**src/rtl/core/pip_pkg.sv**
```systemverilog
// Package for the point-in-polygon crossing-number block.
// Holds sizes, action and status codes, payload structs and scaling helpers.
// Depends on nothing; every other file of the block uses it.
package pip_pkg;

  // Sizes
  localparam int MAX_VERTICES = 64;
  localparam int COORD_BITS   = 16;
  localparam int ADDR_W       = $clog2(MAX_VERTICES);
  localparam int CNT_W        = $clog2(MAX_VERTICES + 1);
  // Coordinate difference, scaled coordinate, product and compare widths.
  localparam int DIFF_W       = COORD_BITS + 1;
  localparam int SCL_W        = COORD_BITS + 9;
  localparam int PROD_W       = SCL_W + DIFF_W;
  localparam int CMP_W        = PROD_W + 1;

  localparam logic signed [COORD_BITS-1:0] COORD_MAX = {1'b0, {(COORD_BITS-1){1'b1}}};
  localparam logic signed [COORD_BITS-1:0] COORD_MIN = {1'b1, {(COORD_BITS-1){1'b0}}};

  // Action codes
  localparam logic [1:0] ACT_CLEAR  = 2'd0;
  localparam logic [1:0] ACT_APPEND = 2'd1;
  localparam logic [1:0] ACT_QUERY  = 2'd2;

  // Status codes
  localparam logic [1:0] ST_OK    = 2'd0;
  localparam logic [1:0] ST_FULL  = 2'd1;
  localparam logic [1:0] ST_EMPTY = 2'd2;

  typedef struct packed {
    logic [1:0]                   action;
    logic signed [COORD_BITS-1:0] point_x;
    logic signed [COORD_BITS-1:0] point_y;
  } in_item_t;

  typedef struct packed {
    logic       inside_res;
    logic [1:0] status;
  } out_item_t;

  typedef struct packed {
    logic signed [COORD_BITS-1:0] x;
    logic signed [COORD_BITS-1:0] y;
  } vertex_t;

  // Request from the sequencer to the vertex store.
  typedef struct packed {
    logic              wr_en;
    logic [ADDR_W-1:0] wr_addr;
    vertex_t           wr_vtx;
    logic              rd_en;
    logic [ADDR_W-1:0] rd_addr;
  } vs_req_t;

  // Sign-extend a coordinate to the scaled width.
  function automatic logic signed [SCL_W-1:0] sext_scl(input logic signed [COORD_BITS-1:0] v);
    return {{(SCL_W-COORD_BITS){v[COORD_BITS-1]}}, v};
  endfunction

  // Difference of two coordinates, one bit wider so that it never wraps.
  function automatic logic signed [DIFF_W-1:0] coord_diff(input logic signed [COORD_BITS-1:0] a,
                                                          input logic signed [COORD_BITS-1:0] b);
    return {a[COORD_BITS-1], a} - {b[COORD_BITS-1], b};
  endfunction

  // Multiply by one hundred with shifts and adds: 64 + 32 + 4.
  function automatic logic signed [SCL_W-1:0] times100(input logic signed [SCL_W-1:0] v);
    return (v <<< 6) + (v <<< 5) + (v <<< 2);
  endfunction

endpackage

```
**src/rtl/core/point_in_polygon_ray_cast.sv**
```systemverilog
// Top level of the point-in-polygon block: sequencer, polygon bookkeeping and edge tests.
// Depends on pip_pkg, pip_vstore and pip_mul.
//
// Use: items arrive on in_valid/in_ready/in_data and each gives exactly one result
// on out_valid/out_ready/out_data. An item clears the polygon, appends a vertex,
// or queries a point; the result carries inside_res and status.
// Clear, append, a full-store append, an empty query and the unused action go
// straight to S_DONE, which raises out_valid once the output register is free.
// A query first fetches the first two vertices through S_RD and S_CAP, or just the
// vertex of a lone-vertex polygon; then each edge, closing edge included,
// passes S_M1, S_M2, S_M3 and S_EVAL for three products from the single shared
// multiplier and an evaluation, while the next vertex is fetched over the store's
// read port, and the result goes through S_DONE. The block takes one item at a
// time; in_ready is high only while the sequencer is idle, so a new item is taken
// only after S_DONE has handed the result on. A finished result sits in an output
// register, so the next item is accepted while that result waits. If the receiver
// stalls with a result already held, the following result waits in the sequencer
// until the register frees, and in_ready stays low meanwhile.
// Reset empties the polygon and drops any pending result; the vertex store needs
// no clearing, since data read from unwritten entries is never used.
module point_in_polygon_ray_cast (
  input  logic               clk,
  input  logic               rst_n,
  input  logic               in_valid,
  output logic               in_ready,
  input  pip_pkg::in_item_t  in_data,
  output logic               out_valid,
  input  logic               out_ready,
  output pip_pkg::out_item_t out_data
);

  typedef enum logic [7:0] {
    S_IDLE = 8'b0000_0001,
    S_RD   = 8'b0000_0010,
    S_CAP  = 8'b0000_0100,
    S_M1   = 8'b0000_1000,
    S_M2   = 8'b0001_0000,
    S_M3   = 8'b0010_0000,
    S_EVAL = 8'b0100_0000,
    S_DONE = 8'b1000_0000
  } state_t;

  state_t state_r, state_nxt;

  logic [pip_pkg::CNT_W-1:0]              count_r, count_nxt;
  logic signed [pip_pkg::COORD_BITS-1:0]  least_r, least_nxt;
  logic signed [pip_pkg::COORD_BITS-1:0]  greatest_r, greatest_nxt;
  logic signed [pip_pkg::SCL_W-1:0]       px100_r, px100_nxt;
  logic signed [pip_pkg::SCL_W-1:0]       ex100_r, ex100_nxt;
  logic signed [pip_pkg::COORD_BITS-1:0]  py_r, py_nxt;
  logic                                   dir_nz_r, dir_nz_nxt;
  logic [pip_pkg::CNT_W-1:0]              idx_r, idx_nxt;
  logic                                   last_r, last_nxt;
  logic                                   parity_r, parity_nxt;
  pip_pkg::vertex_t                       first_r, first_nxt;
  pip_pkg::vertex_t                       a_r, a_nxt;
  pip_pkg::vertex_t                       b_r, b_nxt;
  logic signed [pip_pkg::PROD_W-1:0]      t2_r, t2_nxt;
  logic signed [pip_pkg::PROD_W-1:0]      t1p_r, t1p_nxt;
  pip_pkg::out_item_t                     res_r, res_nxt;
  logic                                   out_valid_r, out_valid_nxt;
  pip_pkg::out_item_t                     out_data_r, out_data_nxt;

  pip_pkg::vs_req_t                       vs_req;
  pip_pkg::vertex_t                       rd_vtx;
  logic signed [pip_pkg::SCL_W-1:0]       mul_a;
  logic signed [pip_pkg::DIFF_W-1:0]      mul_b;
  logic signed [pip_pkg::PROD_W-1:0]      prod;

  // Edge operands and evaluation terms
  logic signed [pip_pkg::DIFF_W-1:0]      dy;
  logic signed [pip_pkg::DIFF_W-1:0]      dpy;
  logic signed [pip_pkg::SCL_W-1:0]       dx100;
  logic signed [pip_pkg::SCL_W-1:0]       ax100;
  logic signed [pip_pkg::SCL_W-1:0]       in_px100;
  logic signed [pip_pkg::SCL_W-1:0]       in_ex100;
  logic signed [pip_pkg::CMP_W-1:0]       d_p;
  logic signed [pip_pkg::CMP_W-1:0]       d_e;
  logic                                   rej_line;
  logic                                   rej_ray;
  logic                                   hit;
  logic [pip_pkg::CNT_W-1:0]              idx_inc;
  logic                                   out_free;

  pip_vstore u_vstore (
    .clk     (clk),
    .req     (vs_req),
    .rd_data (rd_vtx)
  );

  pip_mul u_mul (
    .clk   (clk),
    .mul_a (mul_a),
    .mul_b (mul_b),
    .prod  (prod)
  );

  assign in_ready  = (state_r == S_IDLE);
  assign out_valid = out_valid_r;
  assign out_data  = out_data_r;
  assign out_free  = !out_valid_r || out_ready;
  assign idx_inc   = idx_r + pip_pkg::CNT_W'(1);

  // Scaled query point and the exact scaled ray end, from the current x extent.
  assign in_px100 = pip_pkg::times100(pip_pkg::sext_scl(in_data.point_x));
  assign in_ex100 = pip_pkg::times100(pip_pkg::sext_scl(least_r))
                  - (pip_pkg::sext_scl(greatest_r) - pip_pkg::sext_scl(least_r));

  // Edge terms from the current edge (a to b).
  assign dy    = pip_pkg::coord_diff(b_r.y, a_r.y);
  assign dpy   = pip_pkg::coord_diff(py_r, a_r.y);
  assign dx100 = pip_pkg::times100(pip_pkg::SCL_W'(pip_pkg::coord_diff(b_r.x, a_r.x)));
  assign ax100 = pip_pkg::times100(pip_pkg::sext_scl(a_r.x));

  // Operand selection for the shared multiplier.
  always_comb begin
    case (state_r)
      S_M2: begin
        mul_a = px100_r - ax100;
        mul_b = dy;
      end
      S_M3: begin
        mul_a = ex100_r - ax100;
        mul_b = dy;
      end
      default: begin
        mul_a = dx100;
        mul_b = dpy;
      end
    endcase
  end

  // Side tests: the product in the evaluation cycle is the ray-end term.
  assign d_p = {t1p_r[pip_pkg::PROD_W-1], t1p_r} - {t2_r[pip_pkg::PROD_W-1], t2_r};
  assign d_e = {prod[pip_pkg::PROD_W-1], prod} - {t2_r[pip_pkg::PROD_W-1], t2_r};
  assign rej_line = (d_p != '0) && (d_e != '0) &&
                    (d_p[pip_pkg::CMP_W-1] == d_e[pip_pkg::CMP_W-1]);
  assign rej_ray  = dir_nz_r && (((a_r.y > py_r) && (b_r.y > py_r)) ||
                                 ((a_r.y < py_r) && (b_r.y < py_r)));
  assign hit      = !rej_line && !rej_ray;

  // Sequencer and bookkeeping.
  always_comb begin
    state_nxt     = state_r;
    count_nxt     = count_r;
    least_nxt     = least_r;
    greatest_nxt  = greatest_r;
    px100_nxt     = px100_r;
    ex100_nxt     = ex100_r;
    py_nxt        = py_r;
    dir_nz_nxt    = dir_nz_r;
    idx_nxt       = idx_r;
    last_nxt      = last_r;
    parity_nxt    = parity_r;
    first_nxt     = first_r;
    a_nxt         = a_r;
    b_nxt         = b_r;
    t2_nxt        = t2_r;
    t1p_nxt       = t1p_r;
    res_nxt       = res_r;
    out_data_nxt  = out_data_r;
    out_valid_nxt = out_valid_r && !out_ready;

    vs_req.wr_en       = 1'b0;
    vs_req.wr_addr     = count_r[pip_pkg::ADDR_W-1:0];
    vs_req.wr_vtx.x    = in_data.point_x;
    vs_req.wr_vtx.y    = in_data.point_y;
    vs_req.rd_en       = 1'b0;
    vs_req.rd_addr     = idx_r[pip_pkg::ADDR_W-1:0];

    case (state_r)
      S_IDLE: begin
        if (in_valid) begin
          res_nxt.inside_res = 1'b0;
          res_nxt.status     = pip_pkg::ST_OK;
          state_nxt          = S_DONE;
          case (in_data.action)
            pip_pkg::ACT_CLEAR: begin
              count_nxt    = '0;
              least_nxt    = pip_pkg::COORD_MAX;
              greatest_nxt = pip_pkg::COORD_MIN;
            end
            pip_pkg::ACT_APPEND: begin
              if (count_r == pip_pkg::CNT_W'(pip_pkg::MAX_VERTICES)) begin
                res_nxt.status = pip_pkg::ST_FULL;
              end else begin
                vs_req.wr_en = 1'b1;
                count_nxt    = count_r + pip_pkg::CNT_W'(1);
                if (in_data.point_x < least_r) begin
                  least_nxt = in_data.point_x;
                end
                if (in_data.point_x > greatest_r) begin
                  greatest_nxt = in_data.point_x;
                end
              end
            end
            pip_pkg::ACT_QUERY: begin
              if (count_r == '0) begin
                res_nxt.status = pip_pkg::ST_EMPTY;
              end else begin
                px100_nxt  = in_px100;
                ex100_nxt  = in_ex100;
                py_nxt     = in_data.point_y;
                dir_nz_nxt = (in_px100 != in_ex100);
                idx_nxt    = '0;
                last_nxt   = 1'b0;
                parity_nxt = 1'b0;
                state_nxt  = S_RD;
              end
            end
            default: begin
            end
          endcase
        end
      end
      S_RD: begin
        vs_req.rd_en = 1'b1;
        state_nxt    = S_CAP;
      end
      S_CAP: begin
        if (idx_r == '0) begin
          first_nxt = rd_vtx;
          a_nxt     = rd_vtx;
          if (count_r == pip_pkg::CNT_W'(1)) begin
            // A lone vertex: only the closing edge, from the vertex to itself.
            b_nxt     = rd_vtx;
            last_nxt  = 1'b1;
            state_nxt = S_M1;
          end else begin
            idx_nxt   = idx_inc;
            state_nxt = S_RD;
          end
        end else begin
          b_nxt     = rd_vtx;
          state_nxt = S_M1;
        end
      end
      S_M1: begin
        // Prefetch the vertex after b while the products are formed.
        vs_req.rd_en   = 1'b1;
        vs_req.rd_addr = idx_inc[pip_pkg::ADDR_W-1:0];
        state_nxt      = S_M2;
      end
      S_M2: begin
        t2_nxt    = prod;
        state_nxt = S_M3;
      end
      S_M3: begin
        t1p_nxt   = prod;
        state_nxt = S_EVAL;
      end
      S_EVAL: begin
        parity_nxt = parity_r ^ hit;
        if (last_r) begin
          res_nxt.inside_res = parity_r ^ hit;
          res_nxt.status     = pip_pkg::ST_OK;
          state_nxt          = S_DONE;
        end else begin
          a_nxt   = b_r;
          idx_nxt = idx_inc;
          if (idx_inc == count_r) begin
            // Closing edge back to the first vertex.
            b_nxt    = first_r;
            last_nxt = 1'b1;
          end else begin
            b_nxt = rd_vtx;
          end
          state_nxt = S_M1;
        end
      end
      S_DONE: begin
        if (out_free) begin
          out_data_nxt  = res_r;
          out_valid_nxt = 1'b1;
          state_nxt     = S_IDLE;
        end
      end
      default: begin
        state_nxt = S_IDLE;
      end
    endcase
  end

  // Control registers.
  always_ff @(posedge clk) begin
    if (!rst_n) begin
      state_r     <= S_IDLE;
      count_r     <= '0;
      least_r     <= pip_pkg::COORD_MAX;
      greatest_r  <= pip_pkg::COORD_MIN;
      out_valid_r <= 1'b0;
    end else begin
      state_r     <= state_nxt;
      count_r     <= count_nxt;
      least_r     <= least_nxt;
      greatest_r  <= greatest_nxt;
      out_valid_r <= out_valid_nxt;
    end
  end

  // Payload and working registers.
  always_ff @(posedge clk) begin
    px100_r    <= px100_nxt;
    ex100_r    <= ex100_nxt;
    py_r       <= py_nxt;
    dir_nz_r   <= dir_nz_nxt;
    idx_r      <= idx_nxt;
    last_r     <= last_nxt;
    parity_r   <= parity_nxt;
    first_r    <= first_nxt;
    a_r        <= a_nxt;
    b_r        <= b_nxt;
    t2_r       <= t2_nxt;
    t1p_r      <= t1p_nxt;
    res_r      <= res_nxt;
    out_data_r <= out_data_nxt;
  end

endmodule

```
**src/rtl/core/pip_mul.sv**
```systemverilog
// Shared signed multiplier of the point-in-polygon block, with a registered product.
// Depends on pip_pkg for the operand and product widths.
module pip_mul (
  input  logic                              clk,
  input  logic signed [pip_pkg::SCL_W-1:0]  mul_a,
  input  logic signed [pip_pkg::DIFF_W-1:0] mul_b,
  output logic signed [pip_pkg::PROD_W-1:0] prod
);

  logic signed [pip_pkg::PROD_W-1:0] prod_r;

  // One product per cycle, ready in the cycle after the operands.
  always_ff @(posedge clk) begin
    prod_r <= mul_a * mul_b;
  end

  assign prod = prod_r;

endmodule

```
**src/rtl/core/pip_vstore.sv**
```systemverilog
// Vertex store of the point-in-polygon block: one write and one registered read a cycle.
// Depends on pip_pkg for the vertex type and the store request struct.
module pip_vstore (
  input  logic             clk,
  input  pip_pkg::vs_req_t req,
  output pip_pkg::vertex_t rd_data
);

  pip_pkg::vertex_t mem [pip_pkg::MAX_VERTICES];
  pip_pkg::vertex_t rd_data_r;

  // Write port.
  always_ff @(posedge clk) begin
    if (req.wr_en) begin
      mem[req.wr_addr] <= req.wr_vtx;
    end
  end

  // Read port; the data holds until the next read.
  always_ff @(posedge clk) begin
    if (req.rd_en) begin
      rd_data_r <= mem[req.rd_addr];
    end
  end

  assign rd_data = rd_data_r;

endmodule

```
**config.mk**
```make
export PLATFORM = sky130hd
export DESIGN_NAME = point_in_polygon_ray_cast
export DESIGN_NICKNAME = d
export VERILOG_FILES = /design/src/rtl/core/pip_pkg.sv /design/src/rtl/core/point_in_polygon_ray_cast.sv /design/src/rtl/core/pip_mul.sv /design/src/rtl/core/pip_vstore.sv
export SDC_FILE = /design/constraint.sdc
export NUM_CORES = 2
export LEC_CHECK = 0
export BUFFER_PORTS_ARGS = -buffer_cell sky130_fd_sc_hd__buf_2
export CELL_PAD_IN_SITES_DETAIL_PLACEMENT = 1
export CELL_PAD_IN_SITES_GLOBAL_PLACEMENT = 1
export CORE_UTILIZATION = 57
export CTS_CLUSTER_SIZE = 10
export DETAILED_ROUTE_END_ITERATION = 12
export MAX_ROUTING_LAYER = met4
export PLACE_DENSITY = 0.94
export RECOVER_POWER = 50
export SLEW_MARGIN = 15
export SYNTH_ARGS = -nofsm -noshare
export SYNTH_HDL_FRONTEND = slang
export SYNTH_SLANG_ARGS = --single-unit
```
**constraint.sdc**
```tcl
create_clock -name clk -period 26.3 [get_ports clk]
set_clock_uncertainty 0.05 [all_clocks]
set_input_delay 0 -clock clk [delete_from_list [all_inputs] [get_ports clk]]
set_output_delay 0 -clock clk [all_outputs]
set_load 0.1 [all_outputs]
```
==> summary.txt, run 1 <==
CTS
  • H-tree level count: 5
  • Clock buffer depth: 4
  • Cts repair resizes: 0
  • CTS buffer count: ~300
  • Postcts setup bufs: 0
  • Clock root cell: clkbuf_16
  • Clk sink count: about 2400

Placed design
  • Buffers on Ports: 42
  • Final Wtd Congestion: slightly below 1
  • Post-Place Cell Area: about 130000 um2
  • Final HPWL DP: 271 mm

Yosys
  • Post-synthesis mux area share: less than 1%
  • Post-synthesis cell area: about 120000 um2
  • Post-Syn Instances: 10800
  • Asr flop ratio synth: 0%
  • Post-synthesis adder-cell area fraction: between 10% and 20%
  • Post-synthesis xor/xnor area fraction: between 1.5 and 2%
  • Synth area leader: edfxtp_1
  • Ys Warns: 0
  • Number of synthesized flops with an enable pin: around 2300
  • Synth top area share: between 50% and 60%
  • Most frequent cells after synthesis: 2628 x nand2_1, 2338 x edfxtp_1, 754 x inv_1, 581 x nand3_1, 508 x clkbuf_1
  • Count leader, synth: nand2_1
  • Post-synthesis cell type count: slightly below 90
  • Synth Area in Simple Gates: between 10% and 20%
  • Sequential area share after synthesis: approximately three fifths
  • Synth Flop Type: edfxtp_1
  • Synth Area per Inst: between 10 and 15 um2
  • Area contributors post-synth: edfxtp_1 57%, fa_1 8.1%, nand2_1 8.0%
  • Post-synthesis compound-gate area fraction: 8.23%
  • Syn_nets: about 12000
  • Yosys reg bits: roughly 2400
  • Main combinational cell family by area after synthesis: simple AND/OR/NAND/NOR gates

Floorplan
  • Die H: about 470 um
  • Initial Util: between 50% and 60%
  • Die Width: 468 um
  • I/O pin cnt: 43
  • Row count: 170

Run status
  • Last stage: 5_1_grt
  • Error msg: [ERROR GRT-0228] Horizontal edge usage exceeds the maximum allowed. (18, 40) usage=65535 limit=3000
  • Outcome: aborted with a tool error

GRT
  • Antenna violations before repair: a little over 70
  • Largest net degree at the start of global routing: around 180
## stage by stage
stage	hold slack, ns	setup slack, ns	instances
2_1_floorplan	0.0489	14.72	10800
3_3_place_gp	0.271	13.83	13300
3_5_place_dp	0.283	13.53	13300
4_1_cts	0.00206	12.79	13700
## logic make-up after synthesis
family,count (synthesis)
simple gates,4341
flops,2428
compound gates,1459
buf+inv,1328
fa+ha+maj,913
xor+xnor,227
mux,68
## timing repair
action,4_1_cts
endpoints found under the hold margin,1879
hold buffers,54
setup endpoints to repair,0
==> run 2, diff against run 1 <==
--- a/config.mk
+++ b/config.mk
@@ -6,13 +6,9 @@
 export NUM_CORES = 2
 export LEC_CHECK = 0
 export BUFFER_PORTS_ARGS = -buffer_cell sky130_fd_sc_hd__buf_2
-export CELL_PAD_IN_SITES_DETAIL_PLACEMENT = 1
-export CELL_PAD_IN_SITES_GLOBAL_PLACEMENT = 1
-export CORE_UTILIZATION = 57
-export CTS_CLUSTER_SIZE = 10
+export CORE_UTILIZATION = 40
 export DETAILED_ROUTE_END_ITERATION = 12
-export MAX_ROUTING_LAYER = met4
-export PLACE_DENSITY = 0.94
+export PLACE_DENSITY_LB_ADDON = 0.15
 export RECOVER_POWER = 50
 export SLEW_MARGIN = 15
 export SYNTH_ARGS = -nofsm -noshare
==> run 2 against run 1 <==
  * The flow now finishes, with violations (capacitance limit, slew limit)
  * Synthesized cell count stayed put
  * Area after synthesis stayed put
==> summary.txt, run 2 <==
CTS
  • Clock root cell: clkbuf_16
  • Clock Latency Late Sink: 0.89 ns
  • Clock buffer depth: 4
  • CTS tree: built
  • Cts repair resizes: 0
  • Reg clk slew, reported paths: 0.06 ns
  • Clk sink count: 2428
  • CTS buffer count: 270
  • H-tree level count: 5

Worst setup path
  • Most used cell, CP: fa_1
  • Slowest CP cell: clkbuf_1
  • Critical path class: reg -> reg
  • Worst Setup SP: state_r[7]$_SDFFE_PN0P_
  • Critical Path Sink Type: register
  • Cell depth of the worst flop-to-flop path: 37
  • Critical Path RT: ~27 ns
  • Critical path's largest stage delay: roughly 2.7 ns
  • Critical Path Fanout Max: 58
  • R2r setup slk: 11.40 ns
  • R2R Path Start: state_r[7]$_SDFFE_PN0P_
  • Critical Path AT: around 16 ns
  • Startpoint Class: register

Pwr
  • Clock power share: around two fifths
  • Switching share of power: 24.4%
  • Comb pwr share: a little over a tenth
  • Psw: about 2.2 mW
  • Leak: 51.3 nW
  • Flop pwr share: between 40 and 50%
  • Internal: a little under 7 mW
  • Power density cells: between 60 and 70 nW/um2
  • Tot Pwr: approximately 9.1 mW
  • Worst VDD drop: around 0.055 mV

Yosys
  • Asr flop ratio synth: 0%
  • Ys Warns: 0
  • Yosys reg bits: between 2000 and 2500
  • Synth Area per Inst: 11.5 um2
  • Synth area leader: edfxtp_1
  • Post-synthesis cell area: between 100000 and 150000 um2
  • Count leader, synth: nand2_1
  • Post-Syn Instances: between 10000 and 15000
  • Post-synthesis cell type count: 89
  • Sequential area share after synthesis: a little under 60%
  • Most frequent cells after synthesis: 2628 x nand2_1, 2338 x edfxtp_1, 754 x inv_1, 581 x nand3_1, 508 x clkbuf_1
  • Area contributors post-synth: edfxtp_1 57%, fa_1 8.1%, nand2_1 8.0%
  • Number of synthesized flops with an enable pin: roughly 2300
  • Synth Flop Type: edfxtp_1
  • Syn_nets: around 12000
  • Synth top area share: between 50% and 60%

Timing
  • Fin. max-slew vios: ~2300
  • RSZ-0062 raised after global routing: no
  • Slew at the pin closest to its max-slew limit: 4.54 ns
  • F_max: ~67 MHz
  • Final min period: approximately 15 ns
  • Worst rel slew slack: -203%
  • Final Hold Viols: 0
  • Setup ws final: 11.40 ns
  • Setup_tns: 0 ns
  • Final setup vio count: 0
  • Final period util: 56.6%

Route
  • Wirelength per Cell: ~25 um
  • Vias per cell: roughly 5.5
  • Drt total wl: 379 mm
  • Residual DRC: 0
  • DR pass1 iterations: 6
  • Final ANT Viol Nets: 0
  • Vias post-DR: approximately 84000
  • DR iter-0 viols: 7546

Run
  • Maximum Capacitance Violations: 51

Floorplan
  • Die H: roughly 560 um
  • Core area: 309000 um2
  • Row count: 204
  • Die Width: 559 um
  • Initial Util: 40.2%
  • Die Footprint: between 300000 and 400000 um2
  • I/O pin cnt: 43

Hold path
  • Hold path depth: 3
  • Worst Hold Class: in -> reg
  • HP Start: rst_n

Placed design
  • Post-Place Cells: about 15000
  • Final Wtd Congestion: ~0.87
  • Buffers on Ports: 42
  • Final HPWL DP: approximately 230 mm
  • Worst slack at placement: between 10 and 15 ns

Layout
  • Max reg flops: around 2000
  • Finished Layout Cells: roughly 15000
  • Fillers: ~28000
  • Top reg by flops: u_vstore.mem
  • Commonest non-fill, non-tap cell in the layout: nand2_1
  • Nets: 11700
  • P&R area growth vs syn: 11.7%
  • Share of cells above drive strength 1: between 6 and 7%
  • Area taken by flip-flops and latches: 72000 um2
  • Multi-input gate area: about 48000 um2
  • Highest-count cells in the layout ignoring fill and taps: 2628 x nand2_1, 2338 x edfxtp_1, 754 x inv_1

Run status
  • Failing checks: capacitance limit, slew limit
  • Outcome: finished, violations left

GRT
  • Antenna violations before repair: 22
  • Grt total ovfl: 0
  • First-pass GRT wire length: 557 mm
  • Largest net degree at the start of global routing: 158
  • Vias in the first global route: a little over 80000
  • Total GRT Usage: between 20% and 30%
[run 2: layer usage]
layer / track usage [%] / part of all wire [%] / vias to the layer above
met2: 39.3 / 47 / 2631
met4: 8.22 / 3.9 / 6
met1: 32.9 / 44 / 42300
li1: - / - / 38100
met3: 3.30 / 5.9 / 538
met5: 0 / 0.010 / -
[run 2: metrics by stage]
step	utilization, %	hold slack (ns)	cell area [um2]
2_1_floorplan	-	0.0489	124000
3_3_place_gp	42.0	0.358	130000
3_5_place_dp	42.0	0.363	130000
4_1_cts	44.9	0.000769	139000
5_1_grt	44.8	0.239	138000
6_report	44.9	0.288	138000
[run 2: worst max-delay path: cells and delay by family, from the launching register on]
family,cells,cell delay [ns]
flip-flops,1,0.33
buffers and inverters,6,3.90
AND/OR/NAND/NOR,9,2.14
AO/OA/AOI/OAI,13,4.53
XOR/XNOR,1,0.18
adder cells (fa/ha/maj),8,3.65
[run 2: final cells by class]
class                      count  area share (%)
clock inverter               140           0.921
inverter                     755            2.05
timing repair buffer         288            1.55
sequential                  2428            52.0
clock buffer                 350            5.33
tap                         4120            3.72
multi-input combinational   7008            34.4
antenna                        8          0.0145
[run 2: power groups by stage]
stage | Sequential [mW] | Combinational, mW | Clock (mW)
final | 4.34 | 0.999 | 3.75
after global placement | 4.41 | 0.977 | 0
after CTS | 4.33 | 1.00 | 3.82
after floorplan | 4.39 | 0.679 | 0
after detailed placement | 4.41 | 0.988 | 0
after global routing | 4.34 | 1.11 | 3.96
[run 2: path summary, 6_finish.rpt]
check,endpoint
setup / recovery,u_mul.prod[40]$_DFF_P_
hold / removal,least_r[0]$_SDFFE_PN1P_
setup reg to reg,u_mul.prod[40]$_DFF_P_
hold reg to reg,out_data[2]$_DFFE_PP_
[run 2: kinds of logic (layout without fill, tap and decap cells)]
group                      Yosys count  in the layout  synth area share [%]
xor gates and xnor gates           227            227                  1.60
adders and majority gates          913            913                  12.3
and+or+nand+nor                   4341           4341                  15.2
buffers and inverters             1328           1533                  4.05
DFF                               2428           2428                  58.1
other                                0              8                     0
AOI/OAI and AO/OA                 1459           1459                  8.23
muxes                               68             68                 0.589
[run 2: what timing repair did]
item / CTS / global route
hold buffers: 41 / 0
hold endpoints to repair: 1646 / 0
buffers inserted: 0 / 0
Note: power is estimated with default switching activity, not from simulation.
